File: src/sv/pem_pkg.sv
// shared types and constants for the power and energy meter
package pem_pkg;

  localparam logic [47:0] E48_MAX  = 48'hFFFF_FFFF_FFFF;
  localparam logic [9:0]  EFF_FULL = 10'd1000;
  localparam logic [10:0] PF_ONE   = 11'd1024;

  localparam logic CMD_SAMPLE = 1'b0;
  localparam logic CMD_CLEAR  = 1'b1;

  localparam logic [1:0] REG_MAINS_VOLTAGE   = 2'd0;
  localparam logic [1:0] REG_MIN_INTERVAL    = 2'd1;
  localparam logic [1:0] REG_EFF_MIN_POWER   = 2'd2;
  localparam logic [1:0] REG_PF_MIN_CURRENT  = 2'd3;

  typedef struct packed {
    logic        command;
    logic [31:0] time_ms;
    logic [15:0] main_power;
    logic [15:0] output_power;
    logic [15:0] main_current;
    logic        new_day;
    logic        new_month;
  } pem_in_t;

  typedef struct packed {
    logic        accepted;
    logic [15:0] instant_power;
    logic [15:0] average_power;
    logic [15:0] peak_power;
    logic [47:0] daily_energy;
    logic [47:0] monthly_energy;
    logic        month_closed;
    logic [47:0] closed_month_energy;
    logic [9:0]  efficiency;
    logic [10:0] power_factor;
    logic [31:0] elapsed_ms;
  } pem_out_t;

  // sequencer states
  typedef enum logic [3:0] {
    ST_IDLE,
    ST_MUL_E,
    ST_ADD_E,
    ST_MUL_EFF,
    ST_DIV_EFF,
    ST_MUL_APP,
    ST_MUL_PF,
    ST_DIV_PF,
    ST_SUM,
    ST_DIV_AVG,
    ST_OUT
  } pem_state_t;

  // divider request
  typedef struct packed {
    logic        start;
    logic [47:0] num;
    logic [47:0] den;
  } pem_div_req_t;

endpackage

File: src/sv/power_energy_metering.sv
// top level: power and energy meter with a sequenced shared datapath
// clear, first or rejected samples go straight to the result; an accepted sample
// sums its filled ring entries one by one and runs three divisions in turn on the
// shared divider; efficiency or power factor at or below threshold skips that division
// one request at a time: in_stall stays high until the result is taken
// reset is synchronous and clears statistics, ring count and registers to defaults
module power_energy_metering import pem_pkg::*; #(
  parameter int RING_DEPTH = 16
) (
  input  logic        clk,
  input  logic        rst,
  input  logic        in_valid,
  output logic        in_stall,
  input  pem_in_t     in_data,
  output logic        out_valid,
  input  logic        out_stall,
  output pem_out_t    out_data,
  input  logic        cfg_valid,
  output logic        cfg_ready,
  input  logic [1:0]  cfg_index,
  input  logic [15:0] cfg_data
);

  localparam int IW = (RING_DEPTH > 1) ? $clog2(RING_DEPTH) : 1;
  localparam int CW = $clog2(RING_DEPTH + 1);

  logic [15:0] mains_voltage, min_interval_ms, efficiency_min_power, pf_min_current;

  logic        started;
  logic [31:0] start_time, last_time;
  logic [47:0] total_energy, daily_base, monthly_base;
  logic [15:0] peak_value, last_power;
  logic [15:0] power_ring [RING_DEPTH];
  logic [IW-1:0] ring_index;
  logic        ring_full;
  logic [9:0]  last_efficiency;
  logic [10:0] last_power_factor;

  pem_state_t  state, state_next;
  pem_in_t     req;
  logic [31:0] delta;
  logic [47:0] acc;
  logic [47:0] prod;
  logic [IW-1:0] sum_idx;
  logic [CW-1:0] count;
  logic        accepted;
  logic        closed;
  logic [47:0] closed_energy;
  pem_div_req_t dreq;
  logic        dbusy;
  logic [47:0] dquot;

  assign cfg_ready = 1'b1;
  assign in_stall  = (state != ST_IDLE) || out_valid;
  assign count = ring_full ? CW'(RING_DEPTH) : CW'(ring_index);

  // config registers
  always_ff @(posedge clk) begin
    if (rst) begin
      mains_voltage        <= 16'd2300;
      min_interval_ms      <= 16'd100;
      efficiency_min_power <= 16'd100;
      pf_min_current       <= 16'd100;
    end else if (cfg_valid) begin
      case (cfg_index)
        REG_MAINS_VOLTAGE:  mains_voltage        <= cfg_data;
        REG_MIN_INTERVAL:   min_interval_ms      <= cfg_data;
        REG_EFF_MIN_POWER:  efficiency_min_power <= cfg_data;
        REG_PF_MIN_CURRENT: pf_min_current       <= cfg_data;
        default: ;
      endcase
    end
  end

  // next state
  always_comb begin
    state_next = state;
    dreq = '0;
    case (state)
      ST_IDLE: if (in_valid && !in_stall) begin
        if (in_data.command == CMD_SAMPLE && started
            && (in_data.time_ms - last_time) >= {16'd0, min_interval_ms})
          state_next = ST_MUL_E;
        else
          state_next = ST_OUT;
      end
      ST_MUL_E:   state_next = ST_ADD_E;
      ST_ADD_E:   state_next = ST_MUL_EFF;
      ST_MUL_EFF: begin
        if (req.main_power > efficiency_min_power && req.main_power != 16'd0) begin
          dreq.start = 1'b1;
          dreq.num = prod;
          dreq.den = {32'd0, req.main_power};
          state_next = ST_DIV_EFF;
        end else begin
          state_next = ST_MUL_APP;
        end
      end
      ST_DIV_EFF: if (!dbusy) state_next = ST_MUL_APP;
      ST_MUL_APP: state_next = ST_MUL_PF;
      ST_MUL_PF: begin
        if (req.main_current > pf_min_current && acc != 48'd0) begin
          dreq.start = 1'b1;
          dreq.num = prod;
          dreq.den = acc;
          state_next = ST_DIV_PF;
        end else begin
          state_next = ST_SUM;
        end
      end
      ST_DIV_PF: if (!dbusy) state_next = ST_SUM;
      ST_SUM: if (sum_idx == IW'(count - CW'(1))) begin
        dreq.start = 1'b1;
        dreq.num = acc + {32'd0, power_ring[sum_idx]};
        dreq.den = {{(48-CW){1'b0}}, count};
        state_next = ST_DIV_AVG;
      end
      ST_DIV_AVG: if (!dbusy) state_next = ST_OUT;
      ST_OUT: state_next = ST_IDLE;
      default: state_next = ST_IDLE;
    endcase
  end

  always_ff @(posedge clk) begin
    if (rst) state <= ST_IDLE;
    else     state <= state_next;
  end

  pem_div u_div (.clk(clk), .rst(rst), .req(dreq), .busy(dbusy), .quot(dquot));

  // datapath and statistics
  always_ff @(posedge clk) begin
    if (rst) begin
      started <= 1'b0;
      start_time <= '0;
      last_time <= '0;
      total_energy <= '0;
      daily_base <= '0;
      monthly_base <= '0;
      peak_value <= '0;
      last_power <= '0;
      ring_index <= '0;
      ring_full <= 1'b0;
      last_efficiency <= '0;
      last_power_factor <= PF_ONE;
      out_valid <= 1'b0;
    end else begin
      if (out_valid && !out_stall) out_valid <= 1'b0;
      case (state)
        ST_IDLE: if (in_valid && !in_stall) begin
          req <= in_data;
          delta <= in_data.time_ms - last_time;
          accepted <= 1'b0;
          closed <= 1'b0;
          closed_energy <= '0;
          if (in_data.command == CMD_CLEAR) begin
            total_energy <= '0; daily_base <= '0; monthly_base <= '0;
            peak_value <= '0; last_power <= '0; ring_index <= '0;
            ring_full <= 1'b0; last_efficiency <= '0;
            last_power_factor <= PF_ONE;
            started <= 1'b1;
            start_time <= in_data.time_ms;
            last_time <= in_data.time_ms;
          end else begin
            if (in_data.new_day) daily_base <= total_energy;
            if (in_data.new_month) begin
              closed <= 1'b1;
              closed_energy <= total_energy - monthly_base;
              monthly_base <= total_energy;
            end
            if (!started) begin
              started <= 1'b1;
              start_time <= in_data.time_ms;
              last_time <= in_data.time_ms;
            end
          end
        end
        ST_MUL_E: begin
          prod <= {16'd0, req.main_power} * {16'd0, delta};
          accepted <= 1'b1;
          last_power <= req.main_power;
          power_ring[ring_index] <= req.main_power;
          if (ring_index == IW'(RING_DEPTH - 1)) begin
            ring_index <= '0;
            ring_full <= 1'b1;
          end else begin
            ring_index <= ring_index + IW'(1);
          end
          if (req.main_power > peak_value) peak_value <= req.main_power;
          last_time <= req.time_ms;
        end
        ST_ADD_E: begin
          if (prod > E48_MAX - total_energy) total_energy <= E48_MAX;
          else total_energy <= total_energy + prod;
          prod <= {32'd0, req.output_power} * 48'd1000;
        end
        ST_MUL_EFF: if (state_next == ST_MUL_APP) last_efficiency <= '0;
        ST_DIV_EFF: if (!dbusy)
          last_efficiency <= (dquot > 48'd1000) ? EFF_FULL : dquot[9:0];
        ST_MUL_APP: begin
          acc <= {32'd0, req.main_current} * {32'd0, mains_voltage};
          prod <= {32'd0, req.main_power} * 48'd1024000;
        end
        ST_MUL_PF: begin
          if (state_next == ST_SUM) last_power_factor <= PF_ONE;
          if (state_next == ST_SUM) begin acc <= '0; sum_idx <= '0; end
        end
        ST_DIV_PF: if (!dbusy) begin
          last_power_factor <= (dquot > 48'd1024) ? PF_ONE : dquot[10:0];
          acc <= '0;
          sum_idx <= '0;
        end
        ST_SUM: begin
          acc <= acc + {32'd0, power_ring[sum_idx]};
          sum_idx <= sum_idx + IW'(1);
        end
        ST_OUT: begin
          out_valid <= 1'b1;
          out_data.accepted <= accepted;
          out_data.instant_power <= last_power;
          out_data.average_power <= (count == '0) ? 16'd0
                                   : (accepted ? dquot[15:0] : out_data.average_power);
          out_data.peak_power <= peak_value;
          out_data.daily_energy <= total_energy - daily_base;
          out_data.monthly_energy <= total_energy - monthly_base;
          out_data.month_closed <= closed;
          out_data.closed_month_energy <= closed_energy;
          out_data.efficiency <= last_efficiency;
          out_data.power_factor <= last_power_factor;
          out_data.elapsed_ms <= req.time_ms - start_time;
        end
        default: ;
      endcase
    end
  end

  // checks
  a_no_accept_busy: assert property (@(posedge clk) disable iff (rst)
    (state != ST_IDLE) |-> in_stall) else $error("accepted while busy");
  a_out_after_seq: assert property (@(posedge clk) disable iff (rst)
    $rose(out_valid) |-> $past(state == ST_OUT)) else $error("stray result");
  a_eff_range: assert property (@(posedge clk) disable iff (rst)
    last_efficiency <= EFF_FULL) else $error("efficiency out of range");
  a_pf_range: assert property (@(posedge clk) disable iff (rst)
    last_power_factor <= PF_ONE) else $error("power factor out of range");

endmodule

File: src/sv/pem_div.sv
// shared restoring divider, one quotient bit per cycle
module pem_div import pem_pkg::*; (
  input  logic         clk,
  input  logic         rst,
  input  pem_div_req_t req,
  output logic         busy,
  output logic [47:0]  quot
);

  logic [47:0] rem;
  logic [47:0] den;
  logic [5:0]  cnt;
  logic [48:0] trial;

  assign trial = {rem, quot[47]} - {1'b0, den};

  // shift-subtract step
  always_ff @(posedge clk) begin
    if (rst) begin
      busy <= 1'b0;
      cnt  <= '0;
    end else if (req.start) begin
      busy <= 1'b1;
      cnt  <= 6'd48;
      rem  <= '0;
      quot <= req.num;
      den  <= req.den;
    end else if (busy) begin
      if (!trial[48]) begin
        rem  <= trial[47:0];
        quot <= {quot[46:0], 1'b1};
      end else begin
        rem  <= {rem[46:0], quot[47]};
        quot <= {quot[46:0], 1'b0};
      end
      cnt <= cnt - 6'd1;
      if (cnt == 6'd1) busy <= 1'b0;
    end
  end

endmodule

File: config.mk
export PLATFORM = sky130hd
export DESIGN_NAME = power_energy_metering
export DESIGN_NICKNAME = d
export VERILOG_FILES = /design/src/sv/pem_pkg.sv /design/src/sv/power_energy_metering.sv /design/src/sv/pem_div.sv
export SDC_FILE = /design/constraint.sdc
export NUM_CORES = 2
export LEC_CHECK = 0
export ABC_AREA = 1
export BUFFER_PORTS_ARGS = -buffer_cell sky130_fd_sc_hd__buf_2
export CORE_ASPECT_RATIO = 0.7
export CORE_MARGIN = 1.5
export CORE_UTILIZATION = 54
export CTS_CLUSTER_SIZE = 8
export DETAILED_ROUTE_END_ITERATION = 6
export PLACE_DENSITY_LB_ADDON = 0.05
export SYNTH_ARGS = -nofsm -noshare
export SYNTH_HDL_FRONTEND = slang
export SYNTH_SLANG_ARGS = --single-unit
File: constraint.sdc
create_clock -name clk -period 12.2 [get_ports clk]
set_input_delay 3.05 -clock clk [delete_from_list [all_inputs] [get_ports clk]]
set_output_delay 3.05 -clock clk [all_outputs]
set_load 0.005 [all_outputs]
==> impl_metrics.toml <==
[run_status]
status = "finished, final reports clean"

[place]
port_buffers = 354
dp.cells = 13969
place_hpwl_um = 256000
placed_cell_area_sq_um = 101000
gp_congestion = 1.01

[synth]
seq_area_frac_synth_pct = 35.1
syn_avg_cell_area_sq_um = 8.44
netlist_instances = 11566
yosys.area.top_type_share_pct = 28.0
yosys.area.top_type = "edfxtp_1"
synth.top_cells.by_area = "edfxtp_1 28%, fa_1 15%, nand2_1 8.7%"
ys_types = 74
async_reset_ff_share_pct = 0
yosys_warnings = 0
synth_edf_count = 909
synthFlopType = "edfxtp_1"
synth_nets = 13077
syn-cell-area_sq_um = 97600
ys_seq_elements = 1256

[worst_setup_path]
arrival_ns = 8.42
cp-start-kind = "register"
worstSetupEndpointType = "register"
reg2reg_depth = 24
crit_fanout = 33
worstPathRequired_ns = 12.71
r2r_slack_ns = 4.29
rr_endpoint = "prod[31]"
crit_type = "reg2reg"
r2r-start = "req[39]"

[layout]
n_fill_cell = 16157
areaGrowthSynthToFinish_pct = 9.25
register_area_sq_um = 34200
final_common_cell = "nand2_1"
multi_input_area_sq_um = 53500
nets = 13290
stdcell_count = 14278
final_area_sq_um = 107000
drive_above_1_share_pct = 6.65
layout_common_cells = "2269 x nand2_1, 2167 x inv_1, 963 x a21oi_1, 909 x edfxtp_1, 893 x nor2_1"

[sta]
slew-limit-headroom_pct = 6.61
rsz0062_at_grt = "no"
finalSetupTns_ns = 0
slew_violations = 0
post-route-min-period_ns = 7.91
finalSetupViolCount = 0
hold_viol_final = 0
fin_crit_sh_pct = 64.8
max_freq_ghz = 0.126
worst_pin_slew_ns = 1.39
fin_worst_skew_ns = 0.0729
hold_ws_ns = 0.414

[min_path]
min_path_cells = 0
min_to = "out_data[100]"
hp-start = "closed_energy[47]"
min_path_type = "reg2reg"

[clocking]
cts_tree = "built"
cts_buffers = 184
clkLatencyLatePin_ns = 0.86
post_cts.repair.setup_buffers = 0
cts_htree_levels = 4
path_clk_slew_ns = 0.06
cts.path.max_buffers = 4
cts_sinks = 1256
root_buffer = "clkbuf_16"
cts-resized-gates = 0
cts_hold_buf = 0

[global_routing]
antenna_found_initial = 21
grt_overflow = 0
grt_pass1_wl_um = 489000
grt_usage_pct = 35.4
grt_max_degree = 103
grt_pass1_vias = 77847

[die]
die_w_um = 511
start_util_pct = 54.4
core_sq_um = 179000
dieArea_sq_um = 183000
ios = 356
die_h_um = 359
rows = 130

[route]
drt-initial-drc-count = 9870
drt_wl_total_um = 329000
wl_per_cell_um = 23.0
vias = 81595
avgViaCountPerCell = 5.71
drt_pass1_iterations = 7
drc = 0
postRouteAntennaNets = 0

[job]
drv_cap = 0
==> worst max path at each step <==
stage / from / to / cells after the start
after floorplan: rst / closed / 4
after global placement: req[39] / prod[31] / 24
after detailed placement: req[39] / prod[31] / 24
after CTS: req[39] / prod[31] / 24
after global routing: req[39] / prod[31] / 24
final: req[39] / prod[31] / 24
==> state kept, by name (all words and copies together) (netlist names), 6 cells and up, named ones only <==
signal,cells
power_ring,256
out_data,247
req,80
acc,48
closed_energy,48
daily_base,48
monthly_base,48
prod,48
total_energy,48
u_div.den,48
u_div.quot,48
u_div.rem,48
delta,32
last_time,32
start_time,32
efficiency_min_power,16
last_power,16
mains_voltage,16
min_interval_ms,16
peak_value,16
pf_min_current,16
last_power_factor,11
last_efficiency,10
u_div.cnt,6
==> stage by stage <==
stage                     setup slack, ns  util, %
after floorplan                      1.19        -
after global placement               4.48     56.5
after detailed placement             4.56     56.5
after CTS                            4.54     59.4
after global routing                 4.07     59.4
final                                4.29     59.4
==> Yosys cell counts (all sizes together), types with 9 or more instances <==
| library cell | instances |
|---|---|
| nand2 | 2284 |
| inv | 2204 |
| a21oi | 972 |
| nor2 | 925 |
| edfxtp | 909 |
| o21ai | 760 |
| fa | 727 |
| ha | 678 |
| dfxtp | 347 |
| clkbuf | 324 |
| nand3 | 316 |
| xor2 | 182 |
| o211ai | 93 |
| nor3 | 92 |
| xnor2 | 92 |
| nand4 | 91 |
| buf | 86 |
| mux2i | 64 |
| a31oi | 59 |
| o21bai | 52 |
| nor4 | 51 |
| a21o | 35 |
| o21a | 30 |
| or2 | 27 |
| nand3b | 18 |
| o221ai | 18 |
| o22ai | 17 |
| and2 | 16 |
| a211oi | 15 |
| a21boi | 15 |
| a31o | 9 |
==> critical path, stage by stage (launching register included) <==
cell	delay, ns
edfxtp_1	0.34
buf_4	0.39
buf_4	0.54
nand2_1	0.11
inv_1	0.11
fa_1	0.41
inv_1	0.08
fa_1	0.43
fa_1	0.53
inv_1	0.06
fa_1	0.48
fa_1	0.51
inv_1	0.06
fa_1	0.48
inv_1	0.04
ha_1	0.41
nand2_1	0.18
nor2_1	0.27
nand2_1	0.08
o21ai_0	0.75
a21oi_1	0.34
o21bai_1	0.35
nand2_1	0.08
nand3_1	0.30
o21ai_0	0.22
==> cell type report <==
class	count	share of cell area [%]
timing repair buffer	437	2.25
sequential	1256	32.1
clock inverter	7	0.0833
multi-input combinational	7692	50.2
antenna	3	0.00704
inverter	2208	7.79
tap	2376	2.79
clock buffer	299	4.79
==> layer usage <==
metal,global-route usage (%),routed length (um),vias to the layer above
met3,11.1,41500,488
met4,9.30,8840,18
met1,54.4,152000,39294
met5,0,127,-
li1,-,-,37686
met2,47.5,126000,4109
==> kinds of logic (layout without fill, tap and decap cells) <==
| family | count (synthesis) | after routing | synth area share [%] |
|---|---|---|---|
| simple gates | 3838 | 3838 | 16.1 |
| buf+inv | 2618 | 2951 | 10.3 |
| compound gates | 2110 | 2110 | 11.9 |
| fa+ha+maj | 1405 | 1405 | 23.6 |
| flops | 1256 | 1256 | 35.1 |
| xor+xnor | 274 | 274 | 2.46 |
| mux | 64 | 64 | 0.656 |
| other cells | 1 | 4 | 0.00384 |
Power is left out: the tool's default activity adds up to more than one toggle a clock period on the data nets, which glitch-free logic cannot reach.
